File: src/hw/rtl/tnke_pkg.sv
// ----------------------------------------------------------------------------
// tnke_pkg
// Telnet codes, register indexes and the key encoding function for the
// NVT key encoder.
// ----------------------------------------------------------------------------
package tnke_pkg;

    localparam logic [7:0] TN_IAC     = 8'd255;
    localparam logic [7:0] TN_IP      = 8'd244;
    localparam logic [7:0] TN_AO      = 8'd245;
    localparam logic [7:0] TN_EC      = 8'd247;
    localparam logic [7:0] TN_EL      = 8'd248;
    localparam logic [7:0] CH_CR      = 8'd13;
    localparam logic [7:0] CH_LF      = 8'd10;
    localparam logic [7:0] ASCII_MASK = 8'h7f;

    localparam int unsigned CFG_IDX_W  = 3;
    localparam int unsigned CFG_DATA_W = 7;

    typedef enum logic [CFG_IDX_W-1:0] {
        REG_BINARY_SEND    = 3'd0,
        REG_CRLF_IN_BINARY = 3'd1,
        REG_INTERRUPT_CHAR = 3'd2,
        REG_QUIT_CHAR      = 3'd3,
        REG_ERASE_CHAR     = 3'd4,
        REG_KILL_CHAR      = 3'd5,
        REG_FLUSH_CHAR     = 3'd6,
        REG_UNUSED         = 3'd7
    } cfg_idx_t;

    typedef struct packed {
        logic       binary_send;
        logic       crlf_in_binary;
        logic [6:0] interrupt_char;
        logic [6:0] quit_char;
        logic [6:0] erase_char;
        logic [6:0] kill_char;
        logic [6:0] flush_char;
    } cfg_t;

    // Encoded key: one or two bytes; byte1 is meaningful only when two is set.
    typedef struct packed {
        logic [7:0] byte0;
        logic [7:0] byte1;
        logic       two;
    } enc_t;

    function automatic enc_t encode_key(input logic [7:0] key, input cfg_t cfg);
        enc_t       e;
        logic [6:0] c;
        c       = key[6:0];
        e.byte0 = key;
        e.byte1 = CH_LF;
        e.two   = 1'b0;
        if (cfg.binary_send) begin
            if (key == TN_IAC) begin
                e.byte1 = TN_IAC;
                e.two   = 1'b1;
            end else if (key == CH_LF && cfg.crlf_in_binary) begin
                e.byte0 = CH_CR;
                e.two   = 1'b1;
            end
        end else begin
            // first match wins
            e.byte0 = TN_IAC;
            e.two   = 1'b1;
            if (c == cfg.interrupt_char || c == cfg.quit_char) begin
                e.byte1 = TN_IP;
            end else if (c == cfg.erase_char) begin
                e.byte1 = TN_EC;
            end else if (c == cfg.kill_char) begin
                e.byte1 = TN_EL;
            end else if (c == cfg.flush_char) begin
                e.byte1 = TN_AO;
            end else if (c == CH_LF[6:0]) begin
                e.byte0 = CH_CR;
            end else begin
                e.byte0 = key & ASCII_MASK;
                e.two   = 1'b0;
            end
        end
        return e;
    endfunction

endpackage

File: src/hw/rtl/telnet_nvt_key_encoder_top.sv
// ----------------------------------------------------------------------------
// telnet_nvt_key_encoder_top
// Keyboard byte to Telnet byte stream encoder (binary and NVT modes).
// A key accepted on s_ passes the pending stage and the output register to m_.
// One byte per cycle out while m_tready is high; unstalled, a one-byte key can
// enter every cycle; after a two-byte key, s_ waits until both bytes move out.
// Reset (aresetn, synchronous, active low) empties both stages and loads
// the register defaults: NVT mode, ^C / ^\ / DEL / ^U / ^O.
// ----------------------------------------------------------------------------
module telnet_nvt_key_encoder_top (
    input  logic                                aclk,
    input  logic                                aresetn,
    // configuration write port
    input  logic                                cfg_we,
    input  logic [tnke_pkg::CFG_IDX_W-1:0]      cfg_index,
    input  logic [tnke_pkg::CFG_DATA_W-1:0]     cfg_wdata,
    // key input
    input  logic                                s_tvalid,
    output logic                                s_tready,
    input  logic [7:0]                          s_tdata,   // [7:0] key_byte
    // byte output
    output logic                                m_tvalid,
    input  logic                                m_tready,
    output logic [7:0]                          m_tdata,   // [7:0] out_byte
    output logic                                m_tlast    // last byte of key
);
    import tnke_pkg::*;

    // configuration registers
    cfg_t cfg_reg;

    // pending stage: encoded key waiting to be split into words
    enc_t pend_reg;
    logic pend_valid_reg;
    logic pend_phase_reg;     // 1 once the first byte of a pair has moved out

    // output register
    logic [7:0] out_byte_reg;
    logic       out_last_reg;
    logic       out_valid_reg;

    logic       out_load;     // output register takes a word this cycle
    logic       pend_move;    // pending stage hands a word to the output
    logic       pend_done;    // that word is the key's last
    logic       s_accept;
    enc_t       enc_next;

    assign out_load  = !out_valid_reg || m_tready;
    assign pend_move = pend_valid_reg && out_load;
    assign pend_done = pend_move && (pend_phase_reg || !pend_reg.two);
    // a new key can enter while the previous one is leaving
    assign s_tready  = !pend_valid_reg || pend_done;
    assign s_accept  = s_tvalid && s_tready;
    assign enc_next  = encode_key(s_tdata, cfg_reg);

    // config writes; unused index is dropped
    always_ff @(posedge aclk) begin
        if (!aresetn) begin
            cfg_reg.binary_send    <= 1'b0;
            cfg_reg.crlf_in_binary <= 1'b0;
            cfg_reg.interrupt_char <= 7'd3;
            cfg_reg.quit_char      <= 7'd28;
            cfg_reg.erase_char     <= 7'd127;
            cfg_reg.kill_char      <= 7'd21;
            cfg_reg.flush_char     <= 7'd15;
        end else if (cfg_we) begin
            unique case (cfg_idx_t'(cfg_index))
                REG_BINARY_SEND:    cfg_reg.binary_send    <= cfg_wdata[0];
                REG_CRLF_IN_BINARY: cfg_reg.crlf_in_binary <= cfg_wdata[0];
                REG_INTERRUPT_CHAR: cfg_reg.interrupt_char <= cfg_wdata;
                REG_QUIT_CHAR:      cfg_reg.quit_char      <= cfg_wdata;
                REG_ERASE_CHAR:     cfg_reg.erase_char     <= cfg_wdata;
                REG_KILL_CHAR:      cfg_reg.kill_char      <= cfg_wdata;
                REG_FLUSH_CHAR:     cfg_reg.flush_char     <= cfg_wdata;
                default: ;
            endcase
        end
    end

    // pending stage control
    always_ff @(posedge aclk) begin
        if (!aresetn) begin
            pend_valid_reg <= 1'b0;
            pend_phase_reg <= 1'b0;
        end else begin
            if (s_accept) begin
                pend_valid_reg <= 1'b1;
                pend_phase_reg <= 1'b0;
            end else if (pend_done) begin
                pend_valid_reg <= 1'b0;
                pend_phase_reg <= 1'b0;
            end else if (pend_move) begin
                pend_phase_reg <= 1'b1;
            end
        end
    end

    // pending payload
    always_ff @(posedge aclk) begin
        if (s_accept) begin
            pend_reg <= enc_next;
        end
    end

    // output register control
    always_ff @(posedge aclk) begin
        if (!aresetn) begin
            out_valid_reg <= 1'b0;
        end else if (out_load) begin
            out_valid_reg <= pend_valid_reg;
        end
    end

    // output payload
    always_ff @(posedge aclk) begin
        if (pend_move) begin
            out_byte_reg <= pend_phase_reg ? pend_reg.byte1 : pend_reg.byte0;
            out_last_reg <= pend_phase_reg || !pend_reg.two;
        end
    end

    assign m_tvalid = out_valid_reg;
    assign m_tdata  = out_byte_reg;
    assign m_tlast  = out_last_reg;

endmodule
File: config.mk
export PLATFORM = sky130hd
export DESIGN_NAME = telnet_nvt_key_encoder_top
export DESIGN_NICKNAME = d
export VERILOG_FILES = /design/src/hw/rtl/tnke_pkg.sv /design/src/hw/rtl/telnet_nvt_key_encoder_top.sv
export SDC_FILE = /design/constraint.sdc
export NUM_CORES = 1
export LEC_CHECK = 0
export ABC_AREA = 0
export BUFFER_PORTS_ARGS = -buffer_cell sky130_fd_sc_hd__buf_2
export CORE_MARGIN = 10
export CORE_UTILIZATION = 30
export CTS_CLUSTER_DIAMETER = 100
export DETAILED_ROUTE_END_ITERATION = 8
export GPL_TIMING_DRIVEN = 0
export PLACE_DENSITY = 0.52
export SYNTH_ARGS = -nofsm -noshare
export SYNTH_HDL_FRONTEND = slang
export SYNTH_SLANG_ARGS = --single-unit
File: constraint.sdc
create_clock -name aclk -period 3.7 [get_ports aclk]
set_input_delay 0.74 -clock aclk [delete_from_list [all_inputs] [get_ports aclk]]
set_output_delay 0.74 -clock aclk [all_outputs]
set_load 0.01 [all_outputs]
; ---- Word level (Yosys, flattened, before mapping)
; Cells that the tools add are included.
[word_totals]
reg_bits = 66
input_bits = 23
output_inout_bits = 11
elab_cells = 74
[op_classes]
eq_ne = 14
muxes = 23
n_bitwise = 1
reduce_logical = 21
[ops]
columns = op, count
row1 = 2-to-1 mux 8 bit, 12
row2 = equality test 7 bit, 5
row3 = 2-to-1 mux 17 bit, 1
row4 = AND reduction 2 bit, 7
row5 = equality test 3 bit (second input constant), 3
row6 = 2-to-1 mux 1 bit, 9
row7 = equality test 8 x 4 -> 1 bit (second input constant), 1
row8 = equality test 8 bit (second input constant), 1
row9 = equality test 7 x 4 -> 1 bit (second input constant), 1
row10 = 2-to-1 mux 7 bit, 1
row11 = equality test 3 x 2 -> 1 bit (second input constant), 2
row12 = logical AND 1 bit, 4
row13 = logical OR 1 bit, 4
row14 = equality test 3 x 1 -> 1 bit (second input constant), 1
row15 = logical NOT 1 bit, 3
row16 = logical NOT 3 bit, 1
row17 = OR reduction 3 bit, 1
row18 = nonzero test 2 bit, 1
row19 = inverter 1 bit, 1

; ---- Longest topological paths before layout
[depth]
ltp_word = 7
depth_mapped = 6
depth_no_buf = 5

; ---- Worst setup path after synthesis
; OpenSTA, ideal clock, no wires.
[synth_path]
kind = input-to-reg
startpoint = input port m_tready
endpoint = register pend_reg[0] (netlist name) (enable)
setup_time_ps = 389
t_arrival_ps = 2243
required_ps = 3311
setup_slack_ps = 1068
path_stages = 4
n_path_buf = 0
cell_sequence = nor2b_1 nor2b_1 nand2_1 a21oi_1
[synth_between]
elab_chain_len = 5
[synth_rtl]
columns = item, line
row1 = start: declaration, telnet_nvt_key_encoder_top.sv:23  ; input logic m_tready,
row2 = logical OR 1 bit, telnet_nvt_key_encoder_top.sv:48  ; assign out_load = !out_valid_reg || m_tready;
row3 = logical AND 1 bit, telnet_nvt_key_encoder_top.sv:49  ; assign pend_move = pend_valid_reg && out_load;
row4 = via pend_move, telnet_nvt_key_encoder_top.sv:43  ; logic pend_move;
row5 = logical AND 1 bit, telnet_nvt_key_encoder_top.sv:50  ; assign pend_done = pend_move && (pend_phase_reg || !pend_reg.two);
row6 = logical OR 1 bit, telnet_nvt_key_encoder_top.sv:52  ; assign s_tready = !pend_valid_reg || pend_done;
row7 = logical AND 1 bit, telnet_nvt_key_encoder_top.sv:53  ; assign s_accept = s_tvalid && s_tready;
row8 = via s_accept, telnet_nvt_key_encoder_top.sv:45  ; logic s_accept;
row9 = end signal: assignment, telnet_nvt_key_encoder_top.sv:101  ; pend_reg <= enc_next;
row10 = end: declaration, telnet_nvt_key_encoder_top.sv:33  ; enc_t pend_reg;
; The timed path passes the listed nets, and every way through them passes these cells.
; A chain may end at the register's enable or synchronous reset.

; ---- Final worst setup path
[layout_path]
startpoint = input port m_tready
endpoint = register pend_reg[15] (netlist name) (enable)
; The elaborated chain is that of the path after synthesis.

==> impl_metrics.toml <==
[worst_setup_path]
critical-path-slowest-cell = "sky130_fd_sc_hd__a21oi_1"
worstPathBufferInverterCount = 1
crit_chain = "buf_2 -> nor2b_1 -> nor2b_1 -> nand2_1 -> a21oi_1"
criticalPathCategory = "input port to flop"
required_time_at_the_worst_slack_endpoint_ps = 3650
cell_repeated_most_along_the_worst_path = "sky130_fd_sc_hd__nor2b_1"
cp_num_cells = 5
crit_fanout = 14
crit_family = "compound AO/OA/AOI/OAI gates"
crit_arrival_ps = 2690
cpPeakStageDelay_ps = 990
worst_setup_path_end_kind = "flop"
timing.critical_path.from_type = "input port"
worst-r2r-cell-count = 4

[final_layout]
area.growth.synth_to_final_pct = 16.99
final_cell_count_no_fill = 491
layout.cells.most_common = "sky130_fd_sc_hd__nand2_1"
drive_gt1_frac = 0.1620
mostFrequentLayoutCells = "sky130_fd_sc_hd__nand2_1, sky130_fd_sc_hd__dfxtp_1, sky130_fd_sc_hd__buf_2"
final_nets = 376
largest_register_ffs = 37
antenna_cells = 0

[synthesis]
syn_area_um2 = 2968
synth_top_family_by_area = "simple AND/OR/NAND/NOR gates"
ys_dominant_reg_cell = "sky130_fd_sc_hd__dfxtp_1"
synthArstFlopShare = 0
synthesized_area_fraction_occupied_by_ao_oa_aoi_and_oai_cells = 0.09275
synthesis.nets = 340
synth_enable_flop_cells = 23
number_of_distinct_library_cells_after_synthesis = 39
yosys.area_share.simple = 0.2433
synth_fa_ha_area_frac = 0
syn-instance-count = 317
yosysWarningCount = 0
postSynthRegisterBits = 63
syn-mean-instance-area_um2 = 9.362
yosys-mux-area-fraction = 0.02192
yosysSeqAreaShare = 0.5025
synth_xor_area_frac = 0.1033

[timing]
setup_viol_count_final = 0
worst_slew_margin_rel = 0.1969
unrepaired_setup_endpoints_after_global_routing = "false"
fin_worst_skew_ps = 9.336
max_slew_violation_count = 0
timing_hold_violations_final = 0
fin_crit_share = 0.7397
worst_hold_slack_ps = 476.1
tightestPinTransition_ps = 1205
max_freq_mhz = 365.4
post-route-min-period_ps = 2737
setup_total_negative_slack_ps = 0
setup_ws_ps = 962.9

[clock_network]
cts.sink_count = 63
max-clock-path-buffers = 2
cts-buffers-inserted = 9
clock_tree.htree_level_count = 3
worst_setup_hold_path_clk_slew_ps = 60
postCtsSetupRepairBufs = 0
clock-root-buffer = "sky130_fd_sc_hd__clkbuf_8"
cts_hold_repair.buffers = 0
post_cts_resized = 0
tritoncts_clock_tree = "yes"
later_pin_clock_latency_in_the_skew_report_ps = 340

[power_and_ir_drop]
cellPowerDensity_nw_per_um2 = 450.4
clock_power_share = 0.409
power.internal_mw = 1.193
irDropWorstVdd_mv = 0.2198
power.sequential.fraction = 0.489
power.leakage_nw = 1.276
power.switching_fraction = 0.2369
p_comb_frac = 0.102
net_switching_component_of_the_power_uw = 370.4

[global_routing]
grt_max_degree = 15
global_route.overflow_total = 0
vias_in_the_first_global_route = 2225
antenna_found_initial = 0
first_pass_grt_wire_length_um = 11490
grt_use_total = 0.1041

[die]
pin_count = 34
floorplan.die_area_um2 = 14270
core_um2 = 9684
num_rows = 36
die_w_um = 119.5
initial_core_util = 0.3065
die_y_um = 119.5

[routing]
drt_first_iter_violations = 72
dr_total_vias = 2260
detail_route.wl_per_cell_um = 14.97
postRouteWirelength_um = 7351
drc_errors = 0
detail_route.first_pass.iterations = 4
vias_per_cell = 4.603
final_antenna_net_count = 0

[worst_hold_path]
hold_path_depth = 2
min-delay-path-class = "flop to flop"

[place]
dp.cells = 475
place_congestion = 0.7917
hpwl_reported_at_the_end_of_detailed_placement_um = 5182
place_worst_setup_slack_ps = 542.7
port-buffer-count = 25

[status]
run_status = "finished clean"

[run]
maxCapViolations = 0
[cell usage after synthesis (all sizes together) (2+ instances only)]
library cell  number  area share
nand2             80        0.10
nand2b             6       0.013
edfxtp            23        0.23
or2                6       0.013
nor2b              6       0.013
inv                6      0.0076
dfxtp             40        0.27
o21ai              8       0.013
mux2               4       0.015
clkbuf             8       0.010
a21boi            17       0.043
nand3             24       0.040
nor4               4       0.016
xor2              10       0.030
buf                8       0.019
nor3               7       0.012
xnor2             25       0.074
nand4              5       0.011
mux2i              2      0.0067
a21oi              5      0.0084
or4                2      0.0063
nor2               9       0.011
[final timing paths]
kind | from | to | slack, ps
worst max-delay path | m_tready | pend_reg[15] | 960
worst min-delay path | cfg_reg[12] | cfg_reg[12] | 480
worst min register to register | cfg_reg[12] | cfg_reg[12] | 480
worst max register to register | m_tvalid | pend_reg[15] | 1050
[worst reg2reg max path, cell delays in order, from the launching register on]
cell and delay (ps):
sky130_fd_sc_hd__dfxtp_1 300, sky130_fd_sc_hd__nor2b_1 130, sky130_fd_sc_hd__nor2b_1 650, sky130_fd_sc_hd__nand2_1 190, sky130_fd_sc_hd__a21oi_1 990
[cells by family (layout without fill, tap and decap cells)]
group	count (synthesis)	in the layout
muxes	6	6
xor gates and xnor gates	35	35
DFF	63	63
AOI/OAI and AO/OA	39	39
and+or+nand+nor	152	152
buffers and inverters	22	63
[layer usage]
metal | vias up | wire (um) | GRT usage
met5 | - | 0 | 0
met4 | 0 | 102 | 0.04751
met3 | 9 | 355 | 0.04251
met2 | 42 | 3388 | 0.1596
met1 | 1063 | 3505 | 0.1249
li1 | 1146 | - | -
[layout make-up]
type,instances,area (um^2)
Buffer,16,85.08
Clock buffer,10,127.6
Clock inverter,6,85.08
Fill cell,1021,6212
Inverter,6,22.52
Multi-Input combinational cell,232,1369
Sequential cell,63,1491
Tap cell,133,166.4
Timing Repair Buffer,25,125.1
[metrics by stage]
step	cell area (um^2)	util	total power, mW
5_1_grt	3472	0.3585	1.631
4_1_cts	3472	0.3585	1.588
3_3_place_gp	3259	0.3366	0.9389
3_5_place_dp	3259	0.3366	0.9412
2_1_floorplan	2968	-	0.8850
6_report	3472	0.3585	1.564
[power groups by stage]
stage	clock [mW]	sequential [mW]	combinational, mW
2_1_floorplan	0	0.783	0.102
3_3_place_gp	0	0.780	0.159
3_5_place_dp	0	0.781	0.160
4_1_cts	0.661	0.766	0.161
5_1_grt	0.685	0.768	0.178
6_report	0.639	0.765	0.159
Power figures use the tool's default switching activity.
